==> config.mk <==
export PLATFORM = sky130hd
export DESIGN_NAME = vc1_start_code_unescape_top
export DESIGN_NICKNAME = d
export VERILOG_FILES = /design/src/hw/rtl/vc1su_pkg.sv /design/src/hw/rtl/vc1su_proc.sv /design/src/hw/rtl/vc1su_queue.sv /design/src/hw/rtl/vc1_start_code_unescape_top.sv
export SDC_FILE = /design/constraint.sdc
export NUM_CORES = 1
export LEC_CHECK = 0
export BUFFER_PORTS_ARGS = -buffer_cell sky130_fd_sc_hd__buf_4
export CAP_MARGIN = 10
export CORE_MARGIN = 3
export CORE_UTILIZATION = 58
export CTS_BUF_LIST = sky130_fd_sc_hd__clkbuf_16
export DETAILED_ROUTE_END_ITERATION = 10
export PLACE_DENSITY_LB_ADDON = 0.08
export SKIP_CTS_REPAIR_TIMING = 1
export SLEW_MARGIN = 20
export SYNTH_ARGS = -nofsm -noshare
export SYNTH_HDL_FRONTEND = slang
export SYNTH_SLANG_ARGS = --single-unit
==> constraint.sdc <==
create_clock -name clk -period 5.6 [get_ports clk]
set_input_delay 0.28 -clock clk [delete_from_list [all_inputs] [get_ports clk]]
set_output_delay 0.28 -clock clk [all_outputs]
set_load 0.01 [all_outputs]
==> src/hw/rtl/vc1su_pkg.sv <==
// Shared types and constants for the VC-1 start-code splitter and unescaper.
// No dependencies; imported by vc1su_proc, vc1su_queue and the top level.
`timescale 1ns / 1ps
`default_nettype none

package vc1su_pkg;

	localparam int MAX_RESULTS   = 4;          // results one byte can release
	localparam int HOLD_DEPTH    = 4;
	localparam int QUEUE_DEPTH_D = 8;          // default output queue depth

	localparam logic [23:0] PREFIX_PATTERN = 24'h000001;
	localparam logic [23:0] WINDOW_INIT    = 24'hFFFFFF;
	localparam logic [7:0]  ESCAPE_BYTE    = 8'h03;
	localparam logic [7:0]  ESCAPE_LIMIT   = 8'h04;
	localparam logic [1:0]  POS_FULL       = 2'd2;

	typedef struct packed {
		logic [7:0] data;
		logic [7:0] code;
		logic       last;
	} vc1su_result_t;

	// Results produced by one processed byte, in order from index 0
	typedef struct packed {
		logic [2:0]                        count;
		vc1su_result_t [MAX_RESULTS-1:0]   res;
	} vc1su_push_t;

endpackage

`default_nettype wire

==> src/hw/rtl/vc1su_proc.sv <==
// Per-byte start-code search, segment hold line and escape removal.
// Depends on vc1su_pkg; state advances only when fire is high.
`timescale 1ns / 1ps
`default_nettype none

module vc1su_proc
	import vc1su_pkg::*;
(
	input  wire logic        clk,
	input  wire logic        arst_n,
	input  wire logic        fire,
	input  wire logic [7:0]  byte_s1,
	input  wire logic        eod_s1,
	output vc1su_push_t      push
);

	logic [7:0]  hold_q [HOLD_DEPTH];
	logic [2:0]  hold_cnt_q;
	logic [23:0] win_q;
	logic        in_seg_q;
	logic [7:0]  code_q;
	logic [1:0]  pos_q;
	logic [15:0] prior_q;
	logic        pass_q;

	logic [7:0]  hold_d [HOLD_DEPTH];
	logic [2:0]  hold_cnt_d;
	logic [23:0] win_d;
	logic        in_seg_d;
	logic [7:0]  code_d;
	logic [1:0]  pos_d;
	logic [15:0] prior_d;
	logic        pass_d;

	logic        hit;
	logic [23:0] win_sh;
	logic [2:0]  flush_k;
	logic        shift_one;
	logic        has_nx;
	logic [7:0]  cur_b;
	logic [7:0]  nx_b;
	logic        removable;
	logic [2:0]  n;
	vc1su_push_t push_c;

	always_comb begin
		hold_d     = hold_q;
		hold_cnt_d = hold_cnt_q;
		in_seg_d   = in_seg_q;
		code_d     = code_q;
		pos_d      = pos_q;
		prior_d    = prior_q;
		pass_d     = pass_q;
		push_c     = '0;
		n          = '0;
		flush_k    = '0;
		shift_one  = 1'b0;
		has_nx     = 1'b0;
		cur_b      = '0;
		nx_b       = '0;
		removable  = 1'b0;

		hit    = (win_q == PREFIX_PATTERN);
		win_sh = {win_q[15:0], byte_s1};
		win_d  = win_sh;

		if (hit) begin
			// close the open segment: the three prefix bytes in the hold line are not payload
			if (in_seg_q && hold_cnt_q >= 3'd3) begin
				flush_k = hold_cnt_q - 3'd3;
			end
		end else if (in_seg_q) begin
			if (hold_cnt_q < 3'(HOLD_DEPTH)) begin
				hold_d[hold_cnt_q[1:0]] = byte_s1;
				hold_cnt_d = hold_cnt_q + 3'd1;
			end
			if (eod_s1) begin
				flush_k = hold_cnt_d;
			end else if (hold_cnt_d == 3'(HOLD_DEPTH) && win_sh != PREFIX_PATTERN) begin
				flush_k   = 3'd1;
				shift_one = 1'b1;
			end
		end

		for (int i = 0; i < HOLD_DEPTH; i++) begin
			if (3'(i) < flush_k) begin
				cur_b  = hold_d[2'(i)];
				has_nx = (3'(i + 1) < flush_k) || shift_one;
				nx_b   = hold_d[2'(i + 1)];
				removable = !pass_d && cur_b == ESCAPE_BYTE && pos_d == POS_FULL &&
					prior_d == 16'h0000 && has_nx && nx_b < ESCAPE_LIMIT;
				if (removable) begin
					pass_d = 1'b1;
				end else begin
					push_c.res[n[1:0]] = '{data: cur_b, code: code_q, last: !has_nx};
					n      = n + 3'd1;
					pass_d = 1'b0;
				end
				prior_d = {prior_d[7:0], cur_b};
				if (pos_d != POS_FULL) begin
					pos_d = pos_d + 2'd1;
				end
			end
		end
		push_c.count = n;

		if (shift_one) begin
			for (int j = 0; j < HOLD_DEPTH - 1; j++) begin
				hold_d[j] = hold_d[j + 1];
			end
			hold_cnt_d = 3'(HOLD_DEPTH - 1);
		end else if (flush_k != 3'd0) begin
			hold_cnt_d = '0;
		end

		if (hit) begin
			in_seg_d   = 1'b1;
			code_d     = byte_s1;
			hold_cnt_d = '0;
			win_d      = WINDOW_INIT;
			pos_d      = '0;
			prior_d    = '0;
			pass_d     = 1'b0;
		end

		// end of data: start a fresh stream
		if (eod_s1) begin
			hold_cnt_d = '0;
			win_d      = WINDOW_INIT;
			in_seg_d   = 1'b0;
			code_d     = '0;
			pos_d      = '0;
			prior_d    = '0;
			pass_d     = 1'b0;
		end
	end

	always_comb begin
		push = push_c;
		if (!fire) begin
			push.count = '0;
		end
	end

	always_ff @(posedge clk or negedge arst_n) begin
		if (!arst_n) begin
			hold_cnt_q <= '0;
			win_q      <= WINDOW_INIT;
			in_seg_q   <= 1'b0;
			code_q     <= '0;
			pos_q      <= '0;
			prior_q    <= '0;
			pass_q     <= 1'b0;
		end else if (fire) begin
			hold_cnt_q <= hold_cnt_d;
			win_q      <= win_d;
			in_seg_q   <= in_seg_d;
			code_q     <= code_d;
			pos_q      <= pos_d;
			prior_q    <= prior_d;
			pass_q     <= pass_d;
		end
	end

	always_ff @(posedge clk) begin
		if (fire) begin
			hold_q <= hold_d;
		end
	end

endmodule

`default_nettype wire

==> src/hw/rtl/vc1su_queue.sv <==
// Output queue: takes up to MAX_RESULTS results a cycle, releases one a cycle while head_ready is high.
// Depends on vc1su_pkg; head entry sits at index zero.
`timescale 1ns / 1ps
`default_nettype none

module vc1su_queue
	import vc1su_pkg::*;
#(
	parameter int DEPTH = QUEUE_DEPTH_D
) (
	input  wire logic        clk,
	input  wire logic        arst_n,
	input  wire vc1su_push_t push,
	output logic             room,
	output logic             head_valid,
	input  wire logic        head_ready,
	output vc1su_result_t    head
);

	localparam int CNT_W = $clog2(DEPTH + 1);
	localparam int IDX_W = $clog2(DEPTH);

	vc1su_result_t entry_q [DEPTH];
	vc1su_result_t entry_d [DEPTH];
	logic [CNT_W-1:0] cnt_q;
	logic [CNT_W-1:0] cnt_a;
	logic [CNT_W-1:0] cnt_d;
	logic [CNT_W-1:0] wr_idx;
	logic             pop;

	assign pop        = (cnt_q != '0) && head_ready;
	assign head_valid = (cnt_q != '0);
	assign head       = entry_q[0];
	// a new request is taken only when a full burst of results still fits
	assign room       = cnt_q <= CNT_W'(DEPTH - MAX_RESULTS);

	always_comb begin
		entry_d = entry_q;
		wr_idx  = '0;
		cnt_a   = cnt_q - CNT_W'(pop);
		if (pop) begin
			for (int j = 0; j < DEPTH - 1; j++) begin
				entry_d[j] = entry_q[j + 1];
			end
		end
		for (int i = 0; i < MAX_RESULTS; i++) begin
			if (3'(i) < push.count) begin
				wr_idx = cnt_a + CNT_W'(i);
				entry_d[wr_idx[IDX_W-1:0]] = push.res[i];
			end
		end
		cnt_d = cnt_a + CNT_W'(push.count);
	end

	always_ff @(posedge clk or negedge arst_n) begin
		if (!arst_n) begin
			cnt_q <= '0;
		end else begin
			cnt_q <= cnt_d;
		end
	end

	always_ff @(posedge clk) begin
		entry_q <= entry_d;
	end

endmodule

`default_nettype wire

==> src/hw/rtl/vc1_start_code_unescape_top.sv <==
// A byte is registered on acceptance and processed once the output queue has room; a payload
// byte leaves once three later bytes (four behind a pending 00 00 01) or the segment end arrive.
// Throughput: one byte per cycle; input stalls only while the output queue holds more than
// QUEUE_DEPTH - 4 results (one byte can release up to four at end of data).
// Reset: arst_n clears all control state at once; hold line and queue data are not cleared.
// Depends on vc1su_pkg, vc1su_proc and vc1su_queue.
`timescale 1ns / 1ps
`default_nettype none

module vc1_start_code_unescape_top
	import vc1su_pkg::*;
#(
	parameter int QUEUE_DEPTH = QUEUE_DEPTH_D
) (
	input  wire logic       clk,
	input  wire logic       arst_n,
	input  wire logic       s_axis_tvalid,
	output logic            s_axis_tready,
	input  wire logic [7:0] s_axis_tdata,   // [7:0] raw_byte
	input  wire logic       s_axis_tlast,   // end_of_data
	output logic            m_axis_tvalid,
	input  wire logic       m_axis_tready,
	output logic [7:0]      m_axis_tdata,   // [7:0] out_byte
	output logic [7:0]      m_axis_tuser,   // [7:0] segment_code
	output logic            m_axis_tlast    // segment_last
);

	logic          valid_s1;
	logic [7:0]    byte_s1;
	logic          eod_s1;
	logic          room;
	logic          fire;
	vc1su_push_t   push;
	vc1su_result_t head;

	assign fire          = valid_s1 && room;
	assign s_axis_tready = !valid_s1 || room;

	always_ff @(posedge clk or negedge arst_n) begin
		if (!arst_n) begin
			valid_s1 <= 1'b0;
		end else if (s_axis_tvalid && s_axis_tready) begin
			valid_s1 <= 1'b1;
		end else if (fire) begin
			valid_s1 <= 1'b0;
		end
	end

	always_ff @(posedge clk) begin
		if (s_axis_tvalid && s_axis_tready) begin
			byte_s1 <= s_axis_tdata;
			eod_s1  <= s_axis_tlast;
		end
	end

	vc1su_proc u_proc (
		.clk     (clk),
		.arst_n  (arst_n),
		.fire    (fire),
		.byte_s1 (byte_s1),
		.eod_s1  (eod_s1),
		.push    (push)
	);

	vc1su_queue #(
		.DEPTH (QUEUE_DEPTH)
	) u_queue (
		.clk        (clk),
		.arst_n     (arst_n),
		.push       (push),
		.room       (room),
		.head_valid (m_axis_tvalid),
		.head_ready (m_axis_tready),
		.head       (head)
	);

	assign m_axis_tdata = head.data;
	assign m_axis_tuser = head.code;
	assign m_axis_tlast = head.last;

endmodule

`default_nettype wire

==> reports/qor.txt <==
Status = complete, no violations
Most frequent cells in the layout = 265 x nand2_1, 144 x mux2i_1, 136 x dfxtp_1
DP Worst Slack = 183 ps
Clock Pin Slew Worst Setup and Hold Paths = 60 ps
Power Dens Cells = 549 nW/um^2
Synth Area per Inst = 8.54 sq um
Final Max Tran Viols = 0
Setup TNS = 0 ps
Post-route ant nets = 0
Post-Syn Area = 14700 sq um
Final hold vios = 0
Final period utilization = 95.3%
Final Power = 9.10 mW
CP startpoint = u_proc.hold_cnt_q[0]
Die W = 165 um
1st-iter DRT viols = 1722
Fmax achieved = 187 MHz
Tot GR Track Use = 32.3%
Tightest Hold Check Type = in -> async
Met1 WL = 18700 um
Mapped Nets = 1753
Final setup vio count = 0
Crit path largest cell delay = 530 ps
CP delay by family, top = compound AO/OA/AOI/OAI gates
CP arrival = 5820 ps
Setup CP Type = reg -> reg
DRT Pass-1 Iters = 8
Yosys reg bits = 237
I/O Pins = 32
Top FF cell, synth = dfxtp_1
CTS sink count = 237
Initial antenna violation count = 0
Initial Utilization = 59.6%
Netlist cell types = 84
Core box area = 24600 sq um
DR WL met2 = 20600 um
Number of flops mapped to enable cells by yosys = 41
CP bufs+invs = 3
CTS buffer count = 28
Avg WL per Cell = 21.4 um
Ys Warns = 0
Placed insts = 2026
Non-filler instance count after layout = 2090
Share of cells above drive strength 1 = 15.6%
Required time of the critical path = 6080 ps
RSZ-0062 raised after global routing = no
Fin util = 67.4%
I/O Buffers = 31
Max_cap viols = 0
First-pass GRT wire length = 70200 um
Critical-path maximum fanout = 9
Static Leakage = 6.79 nW
Gr ovfl total = 0
Largest net degree at the start of global routing = 83
Worst skew pair latency = 540 ps
Crit start category = flip-flop
Worst Tran Pin Value = 950 ps
Placed cell area = 15400 sq um
Final Skew = 14.9 ps
Placer Congestion = 0.998
Met3 routed WL = 3650 um
Number of remaining DRC errors = 0
VDD IR-drop max = 354 uV
Diode count = 0
Post-synthesis sequential area ratio = 37.4%
Hold_ws = 346 ps
Worst Setup End Kind = flip-flop
Crit path max-delay cell type = a222oi_1
CTS root buf = clkbuf_16
Cell repeated most along the worst path = ha_1
Top Metal Used = met4
Slew margin rel. = 34.9%
Vias = 13.5k
Num rows = 57
FF-to-FF Start = u_proc.hold_cnt_q[0]
CTS tree = done
Design area = 16600 sq um
Vias in the first global route = 12.7k
Syn-to-layout area delta = 13.0%
Fin crit period = 5340 ps
Crit-path cells = ha_1 -> ha_1 -> a211o_1 -> and3_1 -> o311a_1 -> o31ai_1 -> nor2_1 -> a21oi_1 -> inv_1 -> ha_1 -> clkinv_1 -> xnor2_1 -> ha_1 -> o2111a_1 -> a311oi_4 -> a221oi_1 -> o21ai_1 -> a21oi_4 -> nor3_2 -> buf_4 -> a222oi_1 -> o21a_1
Syn Inst Count = 1718
Ys async rst share = 25.3%
Vias/cell = 6.47
Die Ht = 165 um
Final #Nets = 1781
Post-route worst setup slack = 262 ps
DIE AREA = 27200 sq um
DRT Wirelength = 44800 um
Commonest non-fill, non-tap cell in the layout = nand2_1
H-tree levels = 1
Post-DP HPWL = 32600 um
Max Buffers Root-to-Sink = 3
state kept, by name (all words and copies together) (netlist names), 2 cells and up:
| signal | count |
|---|---|
| u_proc.hold_q | 32 |
| u_queue.cnt_q | 4 |
| u_queue.head | 17 |
| u_proc.prior_q | 16 |
| u_proc.code_q | 8 |
| u_proc.pos_q | 2 |
| byte_s1 | 8 |
| u_proc.win_q | 24 |
| u_queue.entry_q | 119 |
| u_proc.hold_cnt_q | 3 |
Yosys cell counts (all sizes together) (36+ instances only):
master / number / area [sq um]
nand2: 269 / 1020
mux2i: 144 / 1440
dfxtp: 136 / 2720
a21oi: 131 / 686
nor2: 124 / 470
o21ai: 80 / 408
o22ai: 74 / 463
buf: 72 / 435
clkbuf: 66 / 248
nand3: 53 / 275
nor3: 50 / 330
edfxtp: 41 / 1230
a211oi: 36 / 275
dfrtp: 36 / 901
worst reg2reg max path, delay by kind of cell (launching register included):
| kind | cells | cell delay (ps) |
|---|---|---|
| buffers and inverters | 3 | 380 |
| AOI/OAI and AO/OA | 11 | 2760 |
| and+or+nand+nor | 3 | 410 |
| DFF | 1 | 460 |
| xor gates and xnor gates | 1 | 210 |
| adders and majority gates | 4 | 1050 |
metal layers:
| layer | vias up | track usage (%) |
|---|---|---|
| li1 | 6356 | - |
| met1 | 6413 | 43.6 |
| met4 | 0 | 13.8 |
| met5 | - | 0 |
| met3 | 109 | 4.89 |
| met2 | 641 | 51.6 |
logic make-up (layout without fill, tap and decap cells):
group	count (synthesis)	count (layout)	share of synthesized area, %
AND/OR/NAND/NOR	617	617	20.2
AO/OA/AOI/OAI	496	496	22.8
flip-flops	237	237	37.4
buffers and inverters	169	217	5.45
multiplexers	166	166	11.6
adder cells (fa/ha/maj)	22	22	1.93
XOR/XNOR	11	11	0.657
path summary, 6_finish.rpt:
kind / slack [ps] / depth (start not counted) / end
max in group asynchronous: 4720 / 2 / valid_s1
min reg2reg: 490 / 2 / u_proc.prior_q[13]
max: 260 / 22 / u_queue.entry_q[69]
min in group clk: 460 / 2 / eod_s1
min: 350 / 2 / u_proc.hold_cnt_q[2]
max reg2reg: 260 / 22 / u_queue.entry_q[69]
area by class of cell:
class                           count  area (sq um)
Clock buffer                       29           726
Clock inverter                     21           254
Fill cell                        2074          8030
Inverter                           31           119
Multi-Input combinational cell   1312          8500
Sequential cell                   237          5490
Tap cell                          324           405
Timing Repair Buffer              136          1090
report_power, final:
part / switching (mW) / internal [mW] / total (mW)
Clock: 0.732 / 1.21 / 1.94
Sequential: 0.498 / 2.63 / 3.13
Combinational: 2.48 / 1.55 / 4.04
Total: 3.71 / 5.39 / 9.10
Power figures use the tool's default switching activity.
